==> src/rtl/core/tfmd_ram.sv <==
// ----------------------------------------------------------------------------
// tfmd_ram
// Single-port-write, single-port-read RAM with registered read data.
// ----------------------------------------------------------------------------
module tfmd_ram #(
  parameter int WIDTH = 8,
  parameter int DEPTH = 16
) (
  input  logic                     clk,
  input  logic                     we,
  input  logic [$clog2(DEPTH)-1:0] waddr,
  input  logic [WIDTH-1:0]         wdata,
  input  logic [$clog2(DEPTH)-1:0] raddr,
  output logic [WIDTH-1:0]         rdata
);

  logic [WIDTH-1:0] mem [DEPTH];

  always_ff @(posedge clk) begin
    if (we) begin
      mem[waddr] <= wdata;
    end
    rdata <= mem[raddr];
  end

endmodule

==> config.mk <==
export PLATFORM = sky130hd
export DESIGN_NAME = tfmd_ram
export DESIGN_NICKNAME = d
export VERILOG_FILES = /design/src/rtl/core/tfmd_ram.sv
export SDC_FILE = /design/constraint.sdc
export NUM_CORES = 1
export LEC_CHECK = 0
export ABC_CLOCK_PERIOD_IN_PS = 2300
export BUFFER_PORTS_ARGS = -buffer_cell sky130_fd_sc_hd__buf_4
export CAP_MARGIN = 25
export CORE_ASPECT_RATIO = 0.75
export CORE_MARGIN = 2
export CORE_UTILIZATION = 55
export CTS_CLUSTER_SIZE = 25
export DETAILED_ROUTE_END_ITERATION = 16
export GPL_ROUTABILITY_DRIVEN = 0
export PLACE_DENSITY = 0.83
export SYNTH_ARGS = -nofsm -noshare
export SYNTH_HDL_FRONTEND = slang
export SYNTH_SLANG_ARGS = --single-unit
==> constraint.sdc <==
create_clock -name clk -period 2.3 [get_ports clk]
set_clock_uncertainty 0.15 [all_clocks]
set_input_delay 0 -clock clk [delete_from_list [all_inputs] [get_ports clk]]
set_output_delay 0 -clock clk [all_outputs]
set_load 0.05 [all_outputs]
### Word level (Yosys, flattened, before mapping)

Memory sizes are Yosys's and may differ from the RTL's. A register that Yosys moved wholly into a read port is not among the register bits.
Cells that the tools add are included.
W data, S select, Z words.

* muxes and demuxes: 2

Operators with widths (count)
* $mux W1: 2

* memory bits (writable): 128
* output and inout port bits: 8
* memories: 1
* flip-flop bits (word level): 0

Memory list
* mem: words 16, bits a word 8, rd ports 1, clocked after memory_dff 1, write ports 1, line 17 `logic [WIDTH-1:0] mem [DEPTH];`

### Longest topological paths before layout

* depth in word-level cells: 2
* depth in mapped cells: 5

### Worst setup path before layout

No wires, ideal clock.

* path kind: input-to-reg
* start point: input waddr[2]
* end point: memory mem[0][0], enable pin
* setup time: 0.383 ns
* stages: 2
* slack: 0.657 ns
* arrival: 1.110 ns
* cells stage by stage: or3b_2 > nor3_1

RTL lines
* start, declared: line 11 `input logic [$clog2(DEPTH)-1:0] waddr,`
* end, declared: line 17

Straight into the memory's write port.

### Worst setup path in the final report

* start point: input waddr[1]
* end point: memory mem[12][2], enable pin

Straight into the memory's write port.

==> out/qor.txt <==
Yosys top cell area share: 0.747
vias in the first global route: 2469
root buf cell: clkbuf_16
CP arrival: 1.65 ns
Die Wd: 116 um
RSZ-0062 raised after global routing: false
Hold Crit Start: raddr[2]
Post-Synthesis Cell Area: 0.00515 sq mm
Mapped Nets: 247
Worst-Margin Slew: 0.747 ns
Worst-Skew Late Latency: 0.41 ns
worst-path fanout max: 8
Netlist cell types: 19
Die Y-Extent: 87.8 um
Initial Util: 0.567
Layout area overhead: 22.1%
DR pass1 iterations: 4
Hold EP: rdata[0]$_DFF_P_
element type at the critical path end: flop
VDD IR max: 0.625 mV
total congestion overflow: 0
Req. time, crit path: 2.27 ns
setup TNS: 0 ns
Final min period: 1.68 ns
syn avg cell area: 22.5 sq um
NumNets Final: 309
r2r startpoint: mem[1][0]$_DFFE_PP_
vias per cell: 5.72
crit path max-delay cell type: dlygate4sd3_1
Core Area: 0.00908 sq mm
Slew Limit Headroom: 0.500
initial drt markers: 198
# setup viols final: 0
Reg2Reg Setup Slack: 0.81 ns
YS warnings: 0
Crit Path Category: in -> reg
final WL: 9780 um
status: completed
detailed-route DRC error count: 0
Clock Pin Slew Worst Setup and Hold Paths: 0.05 ns
Mapped Cells: 229
# rows: 30
remaining antenna violation count: 0
CP peak stage delay: 0.57 ns
number of H-tree levels: 4
max-slew violation count: 0
CTS tree: done
PD cells: 954 mW/mm^2
Num CTS Buffers: 17
CP Cell Sequence: dlygate4sd3_1 > buf_4 > nor3_1 > dlygate4sd3_1 > buf_4
fmax: 0.596 GHz
dpl hpwl: 5870 um
R2R depth: 3
CP startpoint kind: primary input
# fillers: 563
drt wl/cell: 22.6 um
top cells by area, synth: edfxtp_1 75%, mux4_2 7.9%, mux4_1 7.1%
largest area contributor in the netlist: edfxtp_1
register area share after synthesis: 0.778
GRT Total Usage: 0.212
share of cells above drive strength 1: 0.289
vias: 2472
r2r endpoint: rdata[0]$_DFF_P_
CP top delay family: buffers and inverters
final core utilization: 0.692
flop and latch count out of synthesis: 136
port buffer count: 25
Static Leak: 2.15 nW
WP buf/inv: 4
commonest non-fill, non-tap cell in the layout: edfxtp_1
I/O pins: 26
Antenna Cells: 0
clock sink count: 136
final hold vios: 0
most frequent cells in the layout: 128 x edfxtp_1, 41 x buf_4, 18 x mux4_2, 17 x clkbuf_16, 16 x a22oi_1
largest net degree at the start of global routing: 33
first-pass GRT wire length: 14500 um
initial antenna violation count: 0
Tcrit/Tclk final: 0.730
Hold Path Class: in -> reg
Max Cap Viol: 0
clock tree buffer depth: 2
hold path cells: 4
Die Footprint: 0.0102 sq mm
==> cell type report <==
cell class | count | area [sq um] | share of cell area
Sequential cell | 136 | 4000 | 0.637
Multi-Input combinational cell | 83 | 1060 | 0.168
Clock buffer | 18 | 429 | 0.0683
Timing Repair Buffer | 53 | 428 | 0.0681
Clock inverter | 14 | 205 | 0.0327
Tap cell | 128 | 160 | 0.0255
==> power breakdown <==
part	switching [mW]	total (mW)	leakage, nW	internal, mW
clock network	0.960	2.87	0.295	1.91
logic	0.199	0.333	0.630	0.135
registers	0.0208	2.79	1.22	2.77
total	1.18	5.99	2.15	4.81
==> cell usage after synthesis <==
cell type / instances
mux4_1: 14
nor3_1: 4
nand3_1: 1
nor2b_1: 1
mux4_2: 18
edfxtp_1: 128
buf_6: 3
nand2b_1: 2
nand3b_1: 2
buf_2: 3
dfxtp_1: 8
nand2_1: 9
nor2_1: 13
or3b_2: 1
and2_1: 1
buf_4: 1
and2b_1: 1
a22oi_1: 16
clkdlybuf4s25_2: 3
==> worst register-to-register path: stages (launching register included) <==
cell and delay, ns:
edfxtp_1 0.37, mux4_1 0.51, a22oi_1 0.25, nand2_1 0.09
==> stage by stage <==
stage | setup slack [ns] | hold WS [ns] | instance area [sq um] | std cells | power (mW)
2_1_floorplan | 0.657 | -0.0511 | 5150 | 229 | 3.03
3_3_place_gp | 0.584 | 0.146 | 5530 | 388 | 3.15
3_5_place_dp | 0.521 | 0.173 | 5530 | 388 | 3.16
4_1_cts | 0.652 | 0.000220 | 6280 | 432 | 6.04
5_1_grt | 0.573 | 0.0362 | 6280 | 432 | 6.16
6_report | 0.621 | 0.0156 | 6280 | 432 | 5.99
==> worst max path at each step <==
| stage | startpoint | endpoint | slack (ns) | depth (start not counted) |
|---|---|---|---|---|
| final | waddr[1] | mem[12][2]$_DFFE_PP_ | 0.62 | 5 |
| after detailed placement | raddr[0] | rdata[2]$_DFF_P_ | 0.52 | 4 |
| after CTS | waddr[1] | mem[12][2]$_DFFE_PP_ | 0.65 | 5 |
| after global routing | waddr[1] | mem[12][2]$_DFFE_PP_ | 0.57 | 5 |
| after floorplan | waddr[2] | mem[0][0]$_DFFE_PP_ | 0.66 | 2 |
| after global placement | raddr[0] | rdata[2]$_DFF_P_ | 0.58 | 4 |
==> state kept, by name (all words and copies together) (netlist names) <==
register / cells
rdata: 8
mem: 128
==> repair_timing <==
action / in CTS / in global routing
buffers inserted: 0 / 0
gates resized for setup: 0 / 0
hold buffers: 12 / 0
hold endpoints to repair: 161 / 0
==> cells by family (layout without fill, tap and decap cells) <==
family,count (synthesis),count (layout),share of synthesized area
muxes,32,32,0.150
DFF,136,136,0.778
buffers and inverters,10,85,0.0168
and+or+nand+nor,35,35,0.0318
AOI/OAI and AO/OA,16,16,0.0233
==> layer usage <==
layer  vias to the layer above  global-route usage  wire length [um]
li1                       1099                   -                 -
met1                      1254               0.300              4300
met2                       109               0.316              4520
met3                        10              0.0761               884
met4                         0              0.0660                77
met5                         -                   0                 0
Power figures use the tool's default switching activity.
